===== src/ole_pkg.sv =====
`default_nettype none
package ole_pkg;
    localparam int DefCapacity = 16;
    localparam int ValueW = 32;
    localparam int PosW = 16;

    typedef enum logic [2:0] {
        FN_INSERT = 3'd0,
        FN_APPEND = 3'd1,
        FN_DEL_POS = 3'd2,
        FN_DEL_VAL = 3'd3,
        FN_POP = 3'd4,
        FN_READ = 3'd5
    } func_t;

    typedef enum logic [2:0] {
        ST_OK = 3'd0,
        ST_EMPTY = 3'd1,
        ST_BOUNDS = 3'd2,
        ST_NOMATCH = 3'd3,
        ST_FULL = 3'd4
    } status_t;

    typedef enum logic [1:0] {
        S_IDLE,
        S_SCAN,
        S_DONE
    } state_t;

    // Command broadcast from the controller to every cell.
    typedef struct packed {
        logic ins;
        logic del;
        logic scan;
        logic wr;
    } cell_cmd_t;
endpackage
`default_nettype wire


===== src/ole_cell.sv =====
`default_nettype none
module ole_cell
    import ole_pkg::*;
#(
    parameter int IDX_W = 4
)
(
    input  wire logic              clk,
    input  wire logic [IDX_W-1:0]  my_idx,
    input  wire cell_cmd_t         cmd,
    input  wire logic [IDX_W:0]    pos,
    input  wire logic [ValueW-1:0] value,
    input  wire logic [ValueW-1:0] left_data,
    input  wire logic [ValueW-1:0] right_data,
    output logic [ValueW-1:0]      data
);
    logic [ValueW-1:0] data_reg;
    logic [ValueW-1:0] data_next;
    logic              at_pos;
    logic              past_pos;

    assign at_pos = {1'b0, my_idx} == pos;
    assign past_pos = {1'b0, my_idx} > pos;

    always_comb
    begin
        data_next = data_reg;
        if (cmd.ins)
        begin
            if (at_pos)
                data_next = value;
            else if (past_pos)
                data_next = left_data;
        end
        else if (cmd.del)
        begin
            if (at_pos || past_pos)
                data_next = right_data;
        end
        else if (cmd.scan)
        begin
            // During a walk the chain moves toward cell 0 and a kept entry is laid back in.
            if (cmd.wr && at_pos)
                data_next = value;
            else
                data_next = right_data;
        end
    end

    always_ff @(posedge clk)
    begin
        data_reg <= data_next;
    end

    assign data = data_reg;
endmodule
`default_nettype wire


===== src/ordered_list_engine.sv =====
// Insert, append, delete at position and pop: the result shows in the cycle after the
// accepting edge and busy stays low. A walk (read out or delete by value on a nonempty
// list) moves the cell chain one entry per cycle and registers its results; busy is high
// through the walk and, in delete by value, also in a final done state. One request is
// taken at a time. Reset clears the count and the controller; stored values stay
// undefined. No stall.
`default_nettype none
module ordered_list_engine
    import ole_pkg::*;
#(
    parameter int CAPACITY = DefCapacity
)
(
    input  wire logic              clk,
    input  wire logic              rst_n,
    input  wire logic              start,
    output logic                   busy,
    input  wire logic [2:0]        func,
    input  wire logic [ValueW-1:0] value,
    input  wire logic [PosW-1:0]   position,
    output logic                   out_valid,
    output logic [2:0]             status,
    output logic [ValueW-1:0]      item_value,
    output logic [PosW-1:0]        item_index,
    output logic                   last
);
    localparam int IDX_W = $clog2(CAPACITY);
    localparam int CNT_W = IDX_W + 1;

    logic [ValueW-1:0] cell_data [CAPACITY];
    cell_cmd_t         cmd;
    logic [CNT_W-1:0]  cmd_pos;
    logic [ValueW-1:0] cmd_value;

    state_t            state_reg, state_next;
    logic [CNT_W-1:0]  count_reg, count_next;
    logic [CNT_W-1:0]  scan_reg, scan_next;
    logic [CNT_W-1:0]  kept_reg, kept_next;
    logic [2:0]        func_reg, func_next;
    logic [ValueW-1:0] value_reg, value_next;
    logic              pend_reg, pend_next;
    logic [PosW-1:0]   pend_idx_reg, pend_idx_next;

    logic              ov_reg, ov_next;
    status_t           st_reg, st_next;
    logic [ValueW-1:0] iv_reg, iv_next;
    logic [PosW-1:0]   ii_reg, ii_next;
    logic              last_reg, last_next;

    logic [PosW-1:0]   cnt_ext;
    logic              accept;
    logic              walk_req;
    logic              scan_end;
    logic [CNT_W-1:0]  wr_pos;
    logic [ValueW-1:0] head;
    logic [ValueW-1:0] tail_value;

    assign busy = state_reg != S_IDLE;
    assign accept = start && !busy;
    assign walk_req = func == FN_DEL_VAL || func == FN_READ;
    assign cnt_ext = {{(PosW-CNT_W){1'b0}}, count_reg};
    assign scan_end = scan_reg == count_reg - CNT_W'(1);
    assign wr_pos = count_reg - CNT_W'(1) - scan_reg + kept_reg;
    assign head = cell_data[0];

    for (genvar k = 0; k < CAPACITY; k++)
    begin : g_cell
        logic [ValueW-1:0] left_d;
        logic [ValueW-1:0] right_d;

        if (k == 0)
        begin : g_first
            assign left_d = '0;
        end
        else
        begin : g_inner_left
            assign left_d = cell_data[k-1];
        end

        if (k == CAPACITY - 1)
        begin : g_final
            assign right_d = '0;
        end
        else
        begin : g_inner_right
            assign right_d = cell_data[k+1];
        end

        ole_cell #(
            .IDX_W(IDX_W)
        ) u_cell (
            .clk(clk),
            .my_idx(IDX_W'(k)),
            .cmd(cmd),
            .pos(cmd_pos),
            .value(cmd_value),
            .left_data(left_d),
            .right_data(right_d),
            .data(cell_data[k])
        );
    end

    always_comb
    begin
        tail_value = '0;
        for (int k = 0; k < CAPACITY; k++)
            if (CNT_W'(k) == count_reg - CNT_W'(1))
                tail_value = cell_data[k];
    end

    always_comb
    begin
        state_next = state_reg;
        case (state_reg)
            S_IDLE:
                if (accept && walk_req && count_reg != '0)
                    state_next = S_SCAN;
            S_SCAN:
                if (scan_end)
                    state_next = (func_reg == FN_DEL_VAL) ? S_DONE : S_IDLE;
            S_DONE:
                state_next = S_IDLE;
            default:
                state_next = S_IDLE;
        endcase
    end

    always_comb
    begin
        cmd = '0;
        cmd_pos = '0;
        cmd_value = value;
        count_next = count_reg;
        scan_next = scan_reg;
        kept_next = kept_reg;
        func_next = func_reg;
        value_next = value_reg;
        pend_next = pend_reg;
        pend_idx_next = pend_idx_reg;
        ov_next = 1'b0;
        st_next = ST_OK;
        iv_next = '0;
        ii_next = '0;
        last_next = 1'b1;
        case (state_reg)
            S_IDLE:
            begin
                if (accept)
                begin
                    func_next = func;
                    value_next = value;
                    scan_next = '0;
                    kept_next = '0;
                    pend_next = 1'b0;
                    case (func)
                        FN_INSERT, FN_APPEND:
                        begin
                            ov_next = 1'b1;
                            if (func == FN_INSERT && position > cnt_ext)
                                st_next = ST_BOUNDS;
                            else if (count_reg == CNT_W'(CAPACITY))
                                st_next = ST_FULL;
                            else
                            begin
                                cmd.ins = 1'b1;
                                cmd_pos = (func == FN_APPEND) ? count_reg : CNT_W'(position);
                                count_next = count_reg + CNT_W'(1);
                            end
                        end
                        FN_DEL_POS:
                        begin
                            ov_next = 1'b1;
                            if (count_reg == '0)
                                st_next = ST_EMPTY;
                            else if (position >= cnt_ext)
                                st_next = ST_BOUNDS;
                            else
                            begin
                                cmd.del = 1'b1;
                                cmd_pos = CNT_W'(position);
                                ii_next = position;
                                count_next = count_reg - CNT_W'(1);
                            end
                        end
                        FN_POP:
                        begin
                            ov_next = 1'b1;
                            if (count_reg == '0)
                                st_next = ST_EMPTY;
                            else
                            begin
                                iv_next = tail_value;
                                ii_next = PosW'(count_reg - CNT_W'(1));
                                count_next = count_reg - CNT_W'(1);
                            end
                        end
                        FN_DEL_VAL, FN_READ:
                        begin
                            if (count_reg == '0)
                            begin
                                ov_next = 1'b1;
                                st_next = ST_EMPTY;
                            end
                        end
                        default:
                            ;
                    endcase
                end
            end
            S_SCAN:
            begin
                cmd.scan = 1'b1;
                cmd_pos = wr_pos;
                cmd_value = head;
                scan_next = scan_reg + CNT_W'(1);
                if (func_reg == FN_READ)
                begin
                    cmd.wr = 1'b1;
                    kept_next = kept_reg + CNT_W'(1);
                    ov_next = 1'b1;
                    iv_next = head;
                    ii_next = PosW'(scan_reg);
                    last_next = scan_end;
                end
                else if (head == value_reg)
                begin
                    // A match is held back until the next one shows whether it is the final.
                    pend_next = 1'b1;
                    pend_idx_next = PosW'(scan_reg);
                    ov_next = pend_reg;
                    ii_next = pend_idx_reg;
                    last_next = 1'b0;
                end
                else
                begin
                    cmd.wr = 1'b1;
                    kept_next = kept_reg + CNT_W'(1);
                end
            end
            S_DONE:
            begin
                count_next = kept_reg;
                ov_next = 1'b1;
                if (pend_reg)
                    ii_next = pend_idx_reg;
                else
                    st_next = ST_NOMATCH;
            end
            default:
                ;
        endcase
    end

    always_ff @(posedge clk or negedge rst_n)
    begin
        if (!rst_n)
        begin
            state_reg <= S_IDLE;
            count_reg <= '0;
            ov_reg <= 1'b0;
        end
        else
        begin
            state_reg <= state_next;
            count_reg <= count_next;
            ov_reg <= ov_next;
        end
    end

    always_ff @(posedge clk)
    begin
        scan_reg <= scan_next;
        kept_reg <= kept_next;
        func_reg <= func_next;
        value_reg <= value_next;
        pend_reg <= pend_next;
        pend_idx_reg <= pend_idx_next;
        st_reg <= st_next;
        iv_reg <= iv_next;
        ii_reg <= ii_next;
        last_reg <= last_next;
    end

    assign out_valid = ov_reg;
    assign status = st_reg;
    assign item_value = iv_reg;
    assign item_index = ii_reg;
    assign last = last_reg;

`ifndef NO_ASSERTIONS
    a_count_range: assert property (@(posedge clk) disable iff (!rst_n)
        count_reg <= CNT_W'(CAPACITY)) else $error("count over capacity");
    a_scan_range: assert property (@(posedge clk) disable iff (!rst_n)
        state_reg == S_SCAN |-> scan_reg < count_reg) else $error("walk past the count");
    a_idle_after_done: assert property (@(posedge clk) disable iff (!rst_n)
        state_reg == S_DONE |=> state_reg == S_IDLE) else $error("done not followed by idle");
    a_last_on_done: assert property (@(posedge clk) disable iff (!rst_n)
        state_reg == S_DONE |=> out_valid && last) else $error("missing final result");
`endif
endmodule
`default_nettype wire


===== config.mk =====
export PLATFORM = sky130hd
export DESIGN_NAME = ordered_list_engine
export DESIGN_NICKNAME = d
export VERILOG_FILES = /design/src/ole_pkg.sv /design/src/ole_cell.sv /design/src/ordered_list_engine.sv
export SDC_FILE = /design/constraint.sdc
export NUM_CORES = 2
export LEC_CHECK = 0
export ABC_CLOCK_PERIOD_IN_PS = 9750
export BUFFER_PORTS_ARGS = -buffer_cell sky130_fd_sc_hd__buf_4
export CAP_MARGIN = 20
export CORE_AREA = 2 2 459 347
export DETAILED_ROUTE_END_ITERATION = 6
export DIE_AREA = 0 0 461 349
export PLACE_DENSITY_LB_ADDON = 0.1
export SKIP_CTS_REPAIR_TIMING = 1
export SYNTH_ARGS = -nofsm -noshare
export SYNTH_HDL_FRONTEND = slang
export SYNTH_HIERARCHICAL = 1
export SYNTH_SLANG_ARGS = --single-unit

===== constraint.sdc =====
create_clock -name clk -period 9.75 [get_ports clk]
set_clock_uncertainty 0.15 [all_clocks]
set_input_delay 1.95 -clock clk [delete_from_list [all_inputs] [get_ports clk]]
set_output_delay 1.95 -clock clk [all_outputs]
set_load 0.05 [all_outputs]

==> impl_metrics.yaml <==
critical_path:
  critPathLaunchType: "input pin"
  path_max_fanout: 17
  rr_worst_depth: 19
  path_buf_inv: 3
  worst_ep_arrival_time_ns: 7.25
  critPathTopFamily: "simple AND/OR/NAND/NOR gates"
  worstSetupEndpointType: "flip-flop"
  crit_type: "input pin to flip-flop"
  crit_required_ns: 10.00
  crit_cells: 15
  cpMaxStageDelayCell: "a221o_1"
  critPathMaxStageDelay_ns: 0.87
  path_cells: "buf_4 -> ha_1 -> and3_1 -> a221o_1 -> a21o_1 -> a21oi_1 -> nor3b_1 -> a221o_1 -> inv_1 -> ha_1 -> and3b_2 -> and3_2 -> buf_4 -> mux2i_1 -> a221oi_2"
logic_synthesis:
  synth_seq_cells: 623
  syn_area_per_cell_um2: 10.2
  yosysWarnings: 6
  yosysTopAreaCellShare_pct: 36.3
  syn_area_um2: 46600
  synth_common_cells: "651 x nor2_1, 601 x inv_1, 563 x edfxtp_1"
  synth_most_common_cell: "nor2_1"
  synth_cells: 4556
  synth_edf_count: 563
  yosys-top-cells-area: "edfxtp_1 36%, a221oi_2 15%, mux2i_1 11%, nor2_1 5.2%, inv_1 4.8%"
  synthArstFlopShare_pct: 1.28
  synth_seq_area_share_pct: 38.9
  synth-main-ff-cell: "edfxtp_1"
  netlist-cell-type-count: 92
  yosysTopAreaCell: "edfxtp_1"
global_route:
  grt_max_degree: 99
  grt_pass1_wl_um: 279000
  grt_pass1_vias: 37800
  antenna_found_initial: 7
  overflow: 0
  grt_usage_pct: 23.5
floorplanning:
  dieArea_um2: 161000
  initial_core_util_pct: 29.8
  die_w_um: 461
  io_pins: 108
  fp.dieH_um: 349
  coreArea_um2: 156000
  rows: 126
sta:
  worst_pin_slew_ns: 1.26
  slew_headroom_pct: 15.1
  fmax_mhz: 143
  post-route-period-util_pct: 71.7
  rsz0062_at_grt: "false"
  setup-tns-final_ns: 0
  period_needed_ns: 6.99
  drv_slew: 0
  hold_violations: 0
  setup_viol: 0
clock_tree:
  cts_sinks: 623
  htree_levels: 3
  clockBufferDepth: 3
  clkTransAtPathRegs_ns: 0.06
  cts_tree: "built"
  clk_latency_ns: 0.70
  root_buffer: "clkbuf_16"
  cts_buffers: 80
detailed_routing:
  drt-initial-drc-count: 3503
  vias: 38000
  wire_per_inst_um: 28.0
  drc: 0
  wl_um: 193000
  ant_nets: 0
  routed_via_density: 5.52
  firstDrtPassIters: 5
hold_path:
  hp-class: "flip-flop to flip-flop"
  worstHoldPathCells: 1
outcome:
  status: "finished, final reports clean"
final_layout:
  fin_nets: 4846
  stdcell_count: 6885
  largest_reg_flops: 512
  syn_to_final_growth_pct: 13.3
  drive_above_1_share_pct: 20.8
job:
  cap_violations: 0
placed_design:
  gp_congestion: 0.848
  dp_hpwl_um: 138000
  portBuffers: 107
  dp_cells: 6724
## area by class of cell
cell class / count / area, um^2
fillers: 16100 / 104000
multi-input cells: 3109 / 24700
flip-flops and latches: 623 / 18100
well taps: 2112 / 2640
repair buffers: 288 / 2470
clock buffers: 117 / 2300
inverters: 604 / 2270
clock inverters: 31 / 226
diodes: 1 / 2.50
## per-stage QoR
stage,setup WS [ns],hold slack [ns],cell area [um^2],util [%]
after floorplan,1.24,0.261,47100,-
after global placement,2.22,0.298,49900,31.9
after detailed placement,2.18,0.275,50000,32.0
after CTS,2.92,0.290,52500,33.6
after global routing,2.61,0.315,52800,33.7
final,2.76,0.293,52800,33.7
## worst paths after layout
check | slack (ns) | to | start
worst max-delay path | 2.76 | g_cell[13].u_cell/data[14] | position[2]
worst min-delay path | 0.29 | state_reg[1] | func_reg[2]
worst max register to register | 2.89 | g_cell[12].u_cell/data[4] | count_reg[1]
worst min register to register | 0.29 | state_reg[1] | func_reg[2]
max in group asynchronous | 8.37 | count_reg[4] | rst_n
min in group asynchronous | 0.93 | count_reg[2] | rst_n
## worst reg2reg max path: stages, from the launching register on
cell	delay, ns
dfrtp_1	0.75
inv_1	0.24
ha_1	0.48
xor2_1	0.31
inv_1	0.12
fa_1	0.49
inv_1	0.04
ha_1	0.31
a21o_1	0.20
a21oi_1	0.17
xnor2_1	0.15
xnor2_1	0.15
nor2_1	0.06
a221o_1	0.66
buf_4	0.38
and3b_2	0.29
and3_2	0.75
buf_4	0.49
mux2i_1	0.29
a221oi_2	0.08
## cells by family (layout without fill, tap and decap cells)
kind of cell    after synthesis  in the layout  synth area share (%)
other cells                   2            129                0.0161
flops                       623            623                  38.9
xor+xnor                     57             57                  1.10
fa+ha+maj                    86             86                  2.37
buf+inv                     950           1040                  9.95
compound gates             1195           1195                  25.8
mux                         515            515                  11.1
simple gates               1128           1128                  10.7
## layout by cell type, fill, tap and decap left out, types with 15 or more instances in the layout
| cell | instances |
|---|---|
| clkinv_1 | 15 |
| a221oi_1 | 62 |
| o211ai_1 | 19 |
| and4b_1 | 16 |
| a221o_1 | 32 |
| nor2_1 | 631 |
| nand2b_1 | 21 |
| nor2_4 | 23 |
| a21o_1 | 21 |
| mux2i_1 | 515 |
| nor3_1 | 33 |
| nand2_1 | 234 |
| inv_1 | 600 |
| and2_1 | 18 |
| a21oi_4 | 16 |
| o221ai_1 | 24 |
| xnor2_1 | 32 |
| clkbuf_16 | 83 |
| dfxtp_1 | 52 |
| and3b_2 | 16 |
| and3_1 | 24 |
| buf_4 | 268 |
| a31oi_1 | 23 |
| clkbuf_1 | 24 |
| conb_1 | 128 |
| edfxtp_1 | 563 |
| a22oi_1 | 63 |
| o21ai_0 | 129 |
| a21oi_1 | 160 |
| nand3_1 | 20 |
| xor2_1 | 23 |
| ha_1 | 78 |
| and3_2 | 16 |
| o22ai_1 | 65 |
| a221oi_2 | 481 |
## metal layers
metal  part of all wire, %  global-route usage (%)  vias to the layer above
met5                     0                       0                        -
met4                   3.0                    6.91                        0
met3                   4.9                    2.79                      228
li1                      -                       -                    17300
met2                    43                    34.9                     1137
met1                    49                    35.3                    19300
Power is left out: the tool's default activity adds up to more than one toggle a clock period on the data nets, which glitch-free logic cannot reach.
